==> config.mk <==
export PLATFORM = sky130hd
export DESIGN_NAME = touch_zone_swipe_detector_top
export DESIGN_NICKNAME = d
export VERILOG_FILES = /design/src/tzsd_pkg.sv /design/src/tzsd_step.sv /design/src/touch_zone_swipe_detector_top.sv
export VERILOG_INCLUDE_DIRS = /design/src /design/src/src
export SDC_FILE = /design/constraint.sdc
export NUM_CORES = 1
export LEC_CHECK = 0
export BUFFER_PORTS_ARGS = -buffer_cell sky130_fd_sc_hd__buf_4
export CORE_ASPECT_RATIO = 2
export CORE_UTILIZATION = 40
export CTS_BUF_LIST = sky130_fd_sc_hd__clkbuf_4
export DETAILED_ROUTE_END_ITERATION = 10
export HOLD_SLACK_MARGIN = 0.12
export PLACE_DENSITY = 0.53
export SETUP_SLACK_MARGIN = 0.2
export SLEW_MARGIN = 15
export SYNTH_ARGS = -nofsm -noshare
export SYNTH_HDL_FRONTEND = slang
export SYNTH_SLANG_ARGS = --single-unit
export TNS_END_PERCENT = 10
==> constraint.sdc <==
create_clock -name clk -period 17.85 [get_ports clk]
set_input_delay 1.785 -clock clk [delete_from_list [all_inputs] [get_ports clk]]
set_output_delay 1.785 -clock clk [all_outputs]
set_load 0.02 [all_outputs]
==> src/assert_macros.svh <==
// ---------------------------------------------------------------------------
// Assertion macros
// Shared concurrent assertion shorthands for the RTL modules.
// ---------------------------------------------------------------------------
`ifndef ASSERT_MACROS_SVH
`define ASSERT_MACROS_SVH

// Check a property on every rising edge, suspended while reset is high.
`define ASSERT_CLK(lbl, clk, rst, prop, msg) \
  lbl: assert property (@(posedge clk) disable iff (rst) prop) else $error(msg);

// Check a property on every rising edge, reset included.
`define ASSERT_ALWAYS(lbl, clk, prop, msg) \
  lbl: assert property (@(posedge clk) prop) else $error(msg);

`endif

==> src/tzsd_pkg.sv <==
// ---------------------------------------------------------------------------
// tzsd_pkg
// Types and constants of the touch zone swipe detector.
// ---------------------------------------------------------------------------
package tzsd_pkg;

  localparam int TIME_W    = 32;
  localparam int STATUS_W  = 8;
  localparam int TRAVEL_W  = 8;
  localparam int CFG_W     = 16;
  localparam int INTENS_W  = 2;

  localparam int IN_TDATA_W  = TIME_W + STATUS_W;  // 40, already whole bytes
  localparam int OUT_TDATA_W = 16;                 // 10 payload bits, padded

  localparam logic [TRAVEL_W-1:0] TRAVEL_MAX = 8'hFF;

  // reset values of the configuration registers
  localparam logic [15:0]         POLL_INTERVAL_RST = 16'd20;
  localparam logic [15:0]         IDLE_RESET_RST    = 16'd800;
  localparam logic [TRAVEL_W-1:0] TRAVEL_FIRE_RST   = 8'd4;

  typedef enum logic [1:0] {
    CFG_SENSOR_ENABLE = 2'd0,
    CFG_POLL_INTERVAL = 2'd1,
    CFG_IDLE_RESET    = 2'd2,
    CFG_TRAVEL_FIRE   = 2'd3
  } cfg_idx_t;

  typedef struct packed {
    logic [TRAVEL_W-1:0] travel_now;
    logic                accepted;
    logic                swipe;
  } result_t;

endpackage

==> src/tzsd_step.sv <==
// ---------------------------------------------------------------------------
// tzsd_step
// Combinational poll update: rate limit, zone decode, edges, travel, swipe.
// ---------------------------------------------------------------------------
module tzsd_step #(
  parameter int NUM_ZONES = 3,
  parameter int ZW        = 2
) (
  input  logic                            sensor_enable,
  input  logic [15:0]                     poll_interval_ms,
  input  logic [15:0]                     idle_reset_ms,
  input  logic [tzsd_pkg::TRAVEL_W-1:0]   travel_to_fire,
  input  logic [tzsd_pkg::TIME_W-1:0]     now_ms,
  input  logic [tzsd_pkg::STATUS_W-1:0]   status_byte,
  input  logic                            read_ok,
  input  logic [tzsd_pkg::TIME_W-1:0]     last_poll_time,
  input  logic [NUM_ZONES-1:0]            prev_touched,
  input  logic                            origin_valid,
  input  logic [ZW-1:0]                   origin_zone,
  input  logic [tzsd_pkg::TIME_W-1:0]     last_move_time,
  input  logic [tzsd_pkg::TRAVEL_W-1:0]   travel_count,
  output logic [tzsd_pkg::TIME_W-1:0]     last_poll_time_next,
  output logic [NUM_ZONES-1:0]            prev_touched_next,
  output logic                            origin_valid_next,
  output logic [ZW-1:0]                   origin_zone_next,
  output logic [tzsd_pkg::TIME_W-1:0]     last_move_time_next,
  output logic [tzsd_pkg::TRAVEL_W-1:0]   travel_count_next,
  output tzsd_pkg::result_t               result
);

  localparam int CW = $clog2(NUM_ZONES + 1);
  localparam int TW = tzsd_pkg::TRAVEL_W;

  logic [tzsd_pkg::TIME_W-1:0] poll_gap;
  logic [tzsd_pkg::TIME_W-1:0] move_gap;
  logic                        take;
  logic                        idle;
  logic [NUM_ZONES-1:0]        touched;
  logic [NUM_ZONES-1:0]        rises;
  logic [NUM_ZONES-1:0]        falls;
  logic [CW-1:0]               fall_steps;
  logic [CW-1:0]               rise_cnt;
  logic [ZW-1:0]               rose;
  logic [TW-1:0]               travel_base;
  logic [TW:0]                 travel_sum;
  logic [TW-1:0]               travel_fall;
  logic [TW-1:0]               travel_rise;
  logic [TW-1:0]               travel_fin;
  logic                        ov_base;
  logic                        adjacent;
  logic                        check;
  logic                        fire;
  logic                        left_t;
  logic                        right_t;

  assign poll_gap = now_ms - last_poll_time;
  assign move_gap = now_ms - last_move_time;
  assign take     = sensor_enable && (poll_gap >= {16'd0, poll_interval_ms});
  assign idle     = (travel_count != '0) && (move_gap > {16'd0, idle_reset_ms});

  always_comb begin
    touched = '0;
    for (int z = 0; z < NUM_ZONES; z++) begin
      touched[z] = |status_byte[2*(NUM_ZONES-1-z) +: tzsd_pkg::INTENS_W];
    end
  end

  assign rises    = touched & ~prev_touched;
  assign falls    = prev_touched & ~touched;
  assign rise_cnt = CW'($countones(rises));

  // a fall counts when a neighbor zone is still touched
  always_comb begin
    fall_steps = '0;
    for (int z = 0; z < NUM_ZONES; z++) begin
      left_t  = (z > 0) ? touched[(z > 0) ? z - 1 : 0] : 1'b0;
      right_t = (z + 1 < NUM_ZONES) ? touched[(z + 1 < NUM_ZONES) ? z + 1 : z] : 1'b0;
      if (falls[z] && (left_t || right_t)) begin
        fall_steps = fall_steps + CW'(1);
      end
    end
  end

  // highest rising zone
  always_comb begin
    rose = '0;
    for (int z = 0; z < NUM_ZONES; z++) begin
      if (rises[z]) begin
        rose = ZW'(z);
      end
    end
  end

  assign travel_base = idle ? '0 : travel_count;
  assign ov_base     = idle ? 1'b0 : origin_valid;
  assign travel_sum  = {1'b0, travel_base} + (TW+1)'(fall_steps);
  assign travel_fall = travel_sum[TW] ? tzsd_pkg::TRAVEL_MAX : travel_sum[TW-1:0];

  assign adjacent = ov_base &&
                    (({1'b0, rose} == {1'b0, origin_zone} + (ZW+1)'(1)) ||
                     ({1'b0, origin_zone} == {1'b0, rose} + (ZW+1)'(1)));

  always_comb begin
    travel_rise = travel_fall;
    if ((rise_cnt == CW'(1)) && adjacent && (travel_fall != tzsd_pkg::TRAVEL_MAX)) begin
      travel_rise = travel_fall + TW'(1);
    end
  end

  assign check = (rise_cnt <= CW'(1));
  assign fire  = check && (travel_rise >= travel_to_fire);
  assign travel_fin = fire ? '0 : travel_rise;

  always_comb begin
    last_poll_time_next = last_poll_time;
    prev_touched_next   = prev_touched;
    origin_valid_next   = origin_valid;
    origin_zone_next    = origin_zone;
    last_move_time_next = last_move_time;
    travel_count_next   = travel_count;
    result.swipe        = 1'b0;
    result.accepted     = 1'b0;
    result.travel_now   = travel_count;
    if (take) begin
      last_poll_time_next = now_ms;
      result.accepted     = 1'b1;
      if (read_ok) begin
        prev_touched_next = touched;
        travel_count_next = travel_fin;
        if ((fall_steps != '0) || (rise_cnt != '0)) begin
          last_move_time_next = now_ms;
        end
        origin_valid_next = ov_base;
        if (rise_cnt >= CW'(NUM_ZONES)) begin
          origin_valid_next = 1'b0;
        end else if (rise_cnt != '0) begin
          origin_valid_next = 1'b1;
          origin_zone_next  = rose;
        end
        if (fire) begin
          origin_valid_next = 1'b0;
        end
        result.swipe      = fire;
        result.travel_now = travel_fin;
      end
    end
  end

endmodule

==> src/touch_zone_swipe_detector_top.sv <==
// A poll passes the input register and then the result register before it is valid
// on the master side; throughput is one poll per cycle while m_tready is high, a single
// pass of shallow logic between the input register and the result register.
// Backpressure on the master side holds both registers and drops s_tready once the
// input register holds a poll. Reset (rst, synchronous) empties both stages, clears
// gesture state and loads defaults: sensor off, 20 ms poll, 800 ms idle, 4 to fire.
// ---------------------------------------------------------------------------
// touch_zone_swipe_detector_top
// Rate limited poll processing of a touch strip into swipe events.
// ---------------------------------------------------------------------------
module touch_zone_swipe_detector_top #(
  parameter int NUM_ZONES = 3
) (
  input  logic                              clk,
  input  logic                              rst,
  input  logic                              cfg_we,
  input  logic [1:0]                        cfg_addr,
  input  logic [tzsd_pkg::CFG_W-1:0]        cfg_wdata,
  input  logic                              s_tvalid,
  output logic                              s_tready,
  input  logic [tzsd_pkg::IN_TDATA_W-1:0]   s_tdata,   // now_ms[31:0], status_byte[39:32]
  input  logic                              s_tuser,   // read_ok
  output logic                              m_tvalid,
  input  logic                              m_tready,
  output logic [tzsd_pkg::OUT_TDATA_W-1:0]  m_tdata    // swipe[0], accepted[1], travel_now[9:2]
);

  `include "assert_macros.svh"

  localparam int ZW = (NUM_ZONES > 2) ? $clog2(NUM_ZONES) : 1;
  localparam int TW = tzsd_pkg::TIME_W;

  // configuration
  logic                          sensor_enable;
  logic [15:0]                   poll_interval_ms;
  logic [15:0]                   idle_reset_ms;
  logic [tzsd_pkg::TRAVEL_W-1:0] travel_to_fire;

  // input stage
  logic                          in_valid;
  logic [TW-1:0]                 in_now;
  logic [tzsd_pkg::STATUS_W-1:0] in_status;
  logic                          in_ok;

  // gesture state
  logic [TW-1:0]                 last_poll_time;
  logic [NUM_ZONES-1:0]          prev_touched;
  logic                          origin_valid;
  logic [ZW-1:0]                 origin_zone;
  logic [TW-1:0]                 last_move_time;
  logic [tzsd_pkg::TRAVEL_W-1:0] travel_count;

  logic [TW-1:0]                 last_poll_time_next;
  logic [NUM_ZONES-1:0]          prev_touched_next;
  logic                          origin_valid_next;
  logic [ZW-1:0]                 origin_zone_next;
  logic [TW-1:0]                 last_move_time_next;
  logic [tzsd_pkg::TRAVEL_W-1:0] travel_count_next;
  tzsd_pkg::result_t             step_res;

  // result stage
  logic                          out_valid;
  tzsd_pkg::result_t             out_res;

  logic                          advance;
  logic                          step_go;

  assign advance  = !out_valid || m_tready;
  assign step_go  = in_valid && advance;
  assign s_tready = !in_valid || advance;

  always_ff @(posedge clk) begin
    if (rst) begin
      sensor_enable    <= 1'b0;
      poll_interval_ms <= tzsd_pkg::POLL_INTERVAL_RST;
      idle_reset_ms    <= tzsd_pkg::IDLE_RESET_RST;
      travel_to_fire   <= tzsd_pkg::TRAVEL_FIRE_RST;
    end else if (cfg_we) begin
      case (cfg_addr)
        tzsd_pkg::CFG_SENSOR_ENABLE: sensor_enable    <= cfg_wdata[0];
        tzsd_pkg::CFG_POLL_INTERVAL: poll_interval_ms <= cfg_wdata;
        tzsd_pkg::CFG_IDLE_RESET:    idle_reset_ms    <= cfg_wdata;
        tzsd_pkg::CFG_TRAVEL_FIRE:   travel_to_fire   <= cfg_wdata[tzsd_pkg::TRAVEL_W-1:0];
        default: ;
      endcase
    end
  end

  // input register: load on each transfer, hold while the result stage stalls
  always_ff @(posedge clk) begin
    if (rst) begin
      in_valid <= 1'b0;
    end else if (s_tready) begin
      in_valid <= s_tvalid;
    end
  end

  always_ff @(posedge clk) begin
    if (s_tready && s_tvalid) begin
      in_now    <= s_tdata[TW-1:0];
      in_status <= s_tdata[TW +: tzsd_pkg::STATUS_W];
      in_ok     <= s_tuser;
    end
  end

  tzsd_step #(
    .NUM_ZONES (NUM_ZONES),
    .ZW        (ZW)
  ) u_step (
    .sensor_enable       (sensor_enable),
    .poll_interval_ms    (poll_interval_ms),
    .idle_reset_ms       (idle_reset_ms),
    .travel_to_fire      (travel_to_fire),
    .now_ms              (in_now),
    .status_byte         (in_status),
    .read_ok             (in_ok),
    .last_poll_time      (last_poll_time),
    .prev_touched        (prev_touched),
    .origin_valid        (origin_valid),
    .origin_zone         (origin_zone),
    .last_move_time      (last_move_time),
    .travel_count        (travel_count),
    .last_poll_time_next (last_poll_time_next),
    .prev_touched_next   (prev_touched_next),
    .origin_valid_next   (origin_valid_next),
    .origin_zone_next    (origin_zone_next),
    .last_move_time_next (last_move_time_next),
    .travel_count_next   (travel_count_next),
    .result              (step_res)
  );

  always_ff @(posedge clk) begin
    if (rst) begin
      last_poll_time <= '0;
      prev_touched   <= '0;
      origin_valid   <= 1'b0;
      origin_zone    <= '0;
      last_move_time <= '0;
      travel_count   <= '0;
    end else if (step_go) begin
      last_poll_time <= last_poll_time_next;
      prev_touched   <= prev_touched_next;
      origin_valid   <= origin_valid_next;
      origin_zone    <= origin_zone_next;
      last_move_time <= last_move_time_next;
      travel_count   <= travel_count_next;
    end
  end

  always_ff @(posedge clk) begin
    if (rst) begin
      out_valid <= 1'b0;
    end else if (advance) begin
      out_valid <= in_valid;
    end
  end

  always_ff @(posedge clk) begin
    if (step_go) begin
      out_res <= step_res;
    end
  end

  assign m_tvalid = out_valid;
  assign m_tdata  = {{(tzsd_pkg::OUT_TDATA_W - $bits(tzsd_pkg::result_t)){1'b0}}, out_res};

  `ASSERT_CLK(a_swipe_clears_travel, clk, rst,
    (out_valid && out_res.swipe) |-> (out_res.travel_now == '0 && out_res.accepted),
    "swipe result without cleared travel or acceptance")
  `ASSERT_CLK(a_rejected_poll_keeps_state, clk, rst,
    (step_go && !step_res.accepted) |=> ($stable(last_poll_time) && $stable(travel_count)),
    "rejected poll changed gesture state")
  `ASSERT_CLK(a_held_input_stays, clk, rst,
    (in_valid && !advance) |=> (in_valid && $stable(in_now) && $stable(in_status)),
    "stalled input stage lost or changed its poll")
  `ASSERT_ALWAYS(a_reset_empties_output, clk,
    rst |=> (!out_valid && !in_valid),
    "pipeline not empty after reset")

endmodule
# After elaboration in Yosys (flattened, before gate mapping)
# Cells that the tools add are included.
# word_totals
reg_bits	170
input_bits	64
word_cells	95
# op_classes
bitwise_logic	5
n_addsub	10
n_reduce_logical	34
n_mux	16
magnitude_cmp	5
eq_ne	7
# ops
operator	count
$sub 32x32->32	2
$mux 8	5
$ge 32x16->1	1
$gt 32x16->1	1
$reduce_and 2->1	6
$logic_and 1x1->1	11
$mux 10	1
$add 8x2->9	1
$add 8x1->8 const B	1
$ge 8x8->1	1
$ne 8x8->1 const B	1
$reduce_bool 8->1	1
$mux 1	7
$add 2x1->3 const B	2
$and 3x3->3	2
$eq 2x3->1	2
$mux 2	3
$not 3->3	2
$reduce_or 2->1	3
$logic_or 1x1->1	5
$reduce_and 5->1	1
$eq 2x1->1 const B	2
$eq 2x2->1 const B	2
$reduce_and 4->1	1
other kinds (11)	13

# Longest topological paths before layout
# depth
ltp_word	19
mapped_depth	48
depth_no_buf	47

# Cells and area by module
# From an unflattened synthesis, not the netlist that was laid out.
# hier_totals
cells_unflattened	1652
area_unflattened_um2	13593.0
# modules_own_cells
mod	area_per_inst_um2	n_inst	cells_each	seq_area_each_um2
tzsd_step	7009.2	1	1065	0.0
touch_zone_swipe_detector_top	6583.8	1	587	3953.8

# Worst setup path before layout
# OpenSTA, ideal clock, no wires.
# synth_path
kind	reg-to-reg
from	register in_now[4]
to	register out_res, in the netlist m_tdata[9] (data pin)
setup_ns	0.260
arrival_ns	8.247
stages_incl_launch_ff	45
path_buffers	2
setup_slack_ns	9.343
synth_period_minus_slack_ns	8.507
path_cell_list	edfxtp_1 > ha_1 > clkbuf_1 > a21o_1 > a31oi_1 > a21boi_0 > o41ai_2 > xnor2_1 > ha_1 > a21o_1 > nand3_1 > a21oi_1 > a211oi_1 > a22o_1 > o211ai_1 > nor4_1 > nand4_4 > nor2_1 > (+9 left out) > nor3b_1 > a21oi_1 > nor2_1 > mux2i_4 > a211oi_1 > o21ba_2 > ha_1 > a21o_1 > a21oi_1 > nor2b_1 > o21ai_0 > nand2b_1 > a21oi_1 > o21ai_0 > nand2b_1 > buf_1 > and2_1 > mux2_2
# synth_lines
item	line	source
start: declaration	touch_zone_swipe_detector_top.sv:41	logic [TW-1:0] in_now;
start signal: assignment	touch_zone_swipe_detector_top.sv:100	in_now <= s_tdata[TW-1:0];
end signal: assignment	touch_zone_swipe_detector_top.sv:160	out_res <= step_res;
end: declaration	touch_zone_swipe_detector_top.sv:63	tzsd_pkg::result_t out_res;

==> impl_metrics.csv <==
group,metric,value,unit
status,status,"complete, no violations",
detailed_routing,firstDrtPassIters,6,
clock_network,cts_resized,0,
placement,dpl.cell_count,1801,
clock_network,cts_max_level,4,
power,p_int,0.534,mW
clock_network,clkLatencyLatePin,670,ps
hold_path,hp-class,"reg -> reg",
timing,rsz0062_at_grt,"false",
detailed_routing,drt_iter0_drc,441,
hold_path,holdCritStartpoint,"travel_to_fire[4]$_SDFFE_PP0P_",
detailed_routing,wl_per_cell,18.4,um
setup_path,r2r_setup_slack,6650,ps
floorplanning,core,0.0288,sq mm
timing,fin_worst_skew,26.8,ps
global_route,grt_overflow_total,0,
synth,yosys_warnings,0,
power,switchingPower,0.260,mW
global_route,grt_pass1_wl,52500,um
setup_path,slowest_delay,770,ps
floorplanning,die_y,244,um
floorplanning,initial_core_util,0.407,
flow_run,cap_viol_max_count,0,
global_route,antenna_found_initial,1,
setup_path,critPathRequiredTime,18270,ps
setup_path,cp-end-kind,"register",
synth,ys_types,83,
clock_network,cts.sinks,170,
timing,min_period,11200,ps
detailed_routing,ant_nets,0,
power,ir_drop,47.2,uV
synth,seq_area_frac_synth,0.331,
power,fin_total_pwr,0.794,mW
timing,final_hold_viol_count,0,
clock_network,clk_pin_slew_worst_paths,140,ps
global_route,grt_pass1_vias,10167,
synth,synth_top_area_cell,"dfxtp_1",
setup_path,r2r_cells,41,
setup_path,setup.worst_path.start,"in_now[4]$_DFFE_PP_",
detailed_routing,vias,10135,
power,swShare,0.328,
placement,routabilityCongestion,0.928,
setup_path,setup.worst_path.start_class,"register",
setup_path,cp_max_fo,8,
setup_path,cp_common_cell,"ha_1",
detailed_routing,via_per_inst,5.53,
synth,ys.flop_type,"dfxtp_1",
placement,post-dp-hpwl,26600,um
timing,fin_tns_setup,0,ps
synth,syn_inst,1413,
clock_network,cts_tree,"yes",
detailed_routing,drc,0,
power,pwr-share-seq,0.527,
power,pwr-share-clk,0.263,
setup_path,crit_arrival,11620,ps
global_route,grt_max_degree,63,
power,power.density,61.9,mW/mm^2
final_layout,area_growth,9.09,%
placement,port_buffers,73,
final_layout,stdcell_count,1834,
synth,ys_seq_elements,170,
timing,slew_headroom,0.247,
clock_network,cts-root-buf,"clkbuf_4",
clock_network,ctsHoldBuffers,0,
global_route,grt_usage,0.232,
timing,fmax,89.3,MHz
setup_path,reg2reg_from,"in_now[4]$_DFFE_PP_",
floorplanning,die_w,123,um
synth,netlist_area,0.0118,sq mm
synth,synth_top_cell_area_share,0.206,
timing,report.final.slew_viol_count,0,
setup_path,worstReg2RegEnd,"m_tdata[9]$_DFFE_PP_",
floorplanning,rows,88,
synth,synth_edf_count,49,
setup_path,critPathBufInv,2,
final_layout,nNetsFinal,1636,
timing,fin_crit_sh,0.627,
timing,worst_slew_pin_slew,1120,ps
clock_network,post-cts-setup-buffers,0,
power,pwr-share-comb,0.210,
setup_path,worstSetupPathType,"reg -> reg",
power,p_leak,4.76,nW
hold_path,hold_end,"travel_to_fire[4]$_SDFFE_PP0P_",
floorplanning,ios,82,
hold_path,hold_depth,2,
synth,avgSynthCellArea,8.32,sq um
floorplanning,dieArea,0.0301,sq mm
synth,async_reset_ff_frac,0,
clock_network,clk_path_buf_depth,2,
clock_network,cts-buffers-inserted,17,
synth,synth_area_leaders,"dfxtp_1 (21%), edfxtp_1 (13%), ha_1 (11%), mux2i_1 (6.1%), a21oi_1 (5.6%)",
timing,whs,466,ps
setup_path,critPathSlowestCell,"o41ai_2",
final_layout,drive_above_1_share,0.0964,
setup_path,timing.critical_path.max_delay_family,"simple AND/OR/NAND/NOR gates",
timing,setup_violations,0,
detailed_routing,wl,33800,um
==> layout by cell type (no fill, tap or decap), drive strengths merged, types with 16 or more instances in the layout <==
cell,count
xnor2,33
nand2,153
clkbuf,19
a211oi,19
nand4,21
o21ai,53
o21a,16
nor2,145
a21oi,131
nand3,23
a21o,33
xor2,17
edfxtp,49
o211ai,16
mux2i,73
ha,108
buf,77
dfxtp,121
nor3,17
inv,144
nand2b,16
==> through the flow <==
step	setup slack, ps	util	cell area (sq um)
2_1_floorplan	9340	-	11800
3_3_place_gp	6750	0.436	12600
3_5_place_dp	6620	0.436	12600
4_1_cts	6580	0.444	12800
5_1_grt	5990	0.444	12800
6_report	6650	0.444	12800
==> cells by family after synthesis <==
logic type | after synthesis | synth area share
fa+ha+maj | 112 | 0.122
buf+inv | 194 | 0.0655
compound gates | 353 | 0.194
other cells | 1 | 0.000319
flops | 170 | 0.331
xor+xnor | 50 | 0.0373
simple gates | 457 | 0.183
mux | 76 | 0.0664
==> state kept, by name, summed over array words and instances, names as in the netlist <==
name and count:
origin_valid 1, travel_count 8, travel_to_fire 8, in_status 6, poll_interval_ms 16, last_poll_time 32, sensor_enable 1, m_tdata 10
idle_reset_ms 16, origin_zone 2, last_move_time 32, in_now 32, m_tvalid 1, prev_touched 3, in_ok 1, in_valid 1
==> area by class of cell <==
type                            instances  area (sq um)
Antenna cell                            1          2.50
Clock buffer                           19           143
Multi-Input combinational cell       1054          7130
Sequential cell                       170          3890
Tap cell                              360           450
Timing Repair Buffer                   77           578
Inverter                              140           526
Fill cell                            3063         16000
Clock inverter                         13          95.1
==> synth_stat cells, types with 22 or more instances <==
| library cell | n |
|---|---|
| clkbuf_1 | 36 |
| a21oi_1 | 131 |
| xnor2_1 | 33 |
| a21o_1 | 33 |
| o21ai_0 | 52 |
| nand2_1 | 152 |
| mux2i_1 | 72 |
| ha_1 | 108 |
| nand3_1 | 22 |
| dfxtp_1 | 121 |
| edfxtp_1 | 49 |
| inv_1 | 140 |
| nor2_1 | 145 |
==> metal layers <==
layer,GRT usage,part of all wire,vias up
li1,-,-,5076
met1,0.218,0.36,4790
met2,0.461,0.57,191
met3,0.0308,0.023,78
met4,0.126,0.050,0
met5,0,0,-
==> how the worst max path moves through the flow <==
stage	to	slack, ps	depth (start not counted)
3_5_place_dp	m_tdata[9]$_DFFE_PP_	6620	41
5_1_grt	travel_count[3]$_SDFFE_PP0P_	5990	43
3_3_place_gp	m_tdata[9]$_DFFE_PP_	6750	41
2_1_floorplan	m_tdata[9]$_DFFE_PP_	9340	44
4_1_cts	m_tdata[9]$_DFFE_PP_	6580	41
6_report	m_tdata[9]$_DFFE_PP_	6650	41
==> power groups by stage <==
| stage | Combinational (mW) | Clock, mW | Sequential (mW) |
|---|---|---|---|
| 3_5_place_dp | 0.166 | 0 | 0.428 |
| 6_report | 0.166 | 0.209 | 0.419 |
| 3_3_place_gp | 0.164 | 0 | 0.427 |
| 5_1_grt | 0.184 | 0.231 | 0.421 |
| 4_1_cts | 0.167 | 0.220 | 0.419 |
| 2_1_floorplan | 0.114 | 0 | 0.424 |
==> worst register-to-register path: cells and delay by family (launching register included) <==
kind	cells	cell delay [ps]
adder cells (fa/ha/maj)	6	2050
buffers and inverters	2	150
AO/OA/AOI/OAI	14	3420
multiplexers	2	430
flip-flops	1	530
AND/OR/NAND/NOR	16	4210
XOR/XNOR	1	200
No activity file was read; power rests on OpenSTA's default activity.
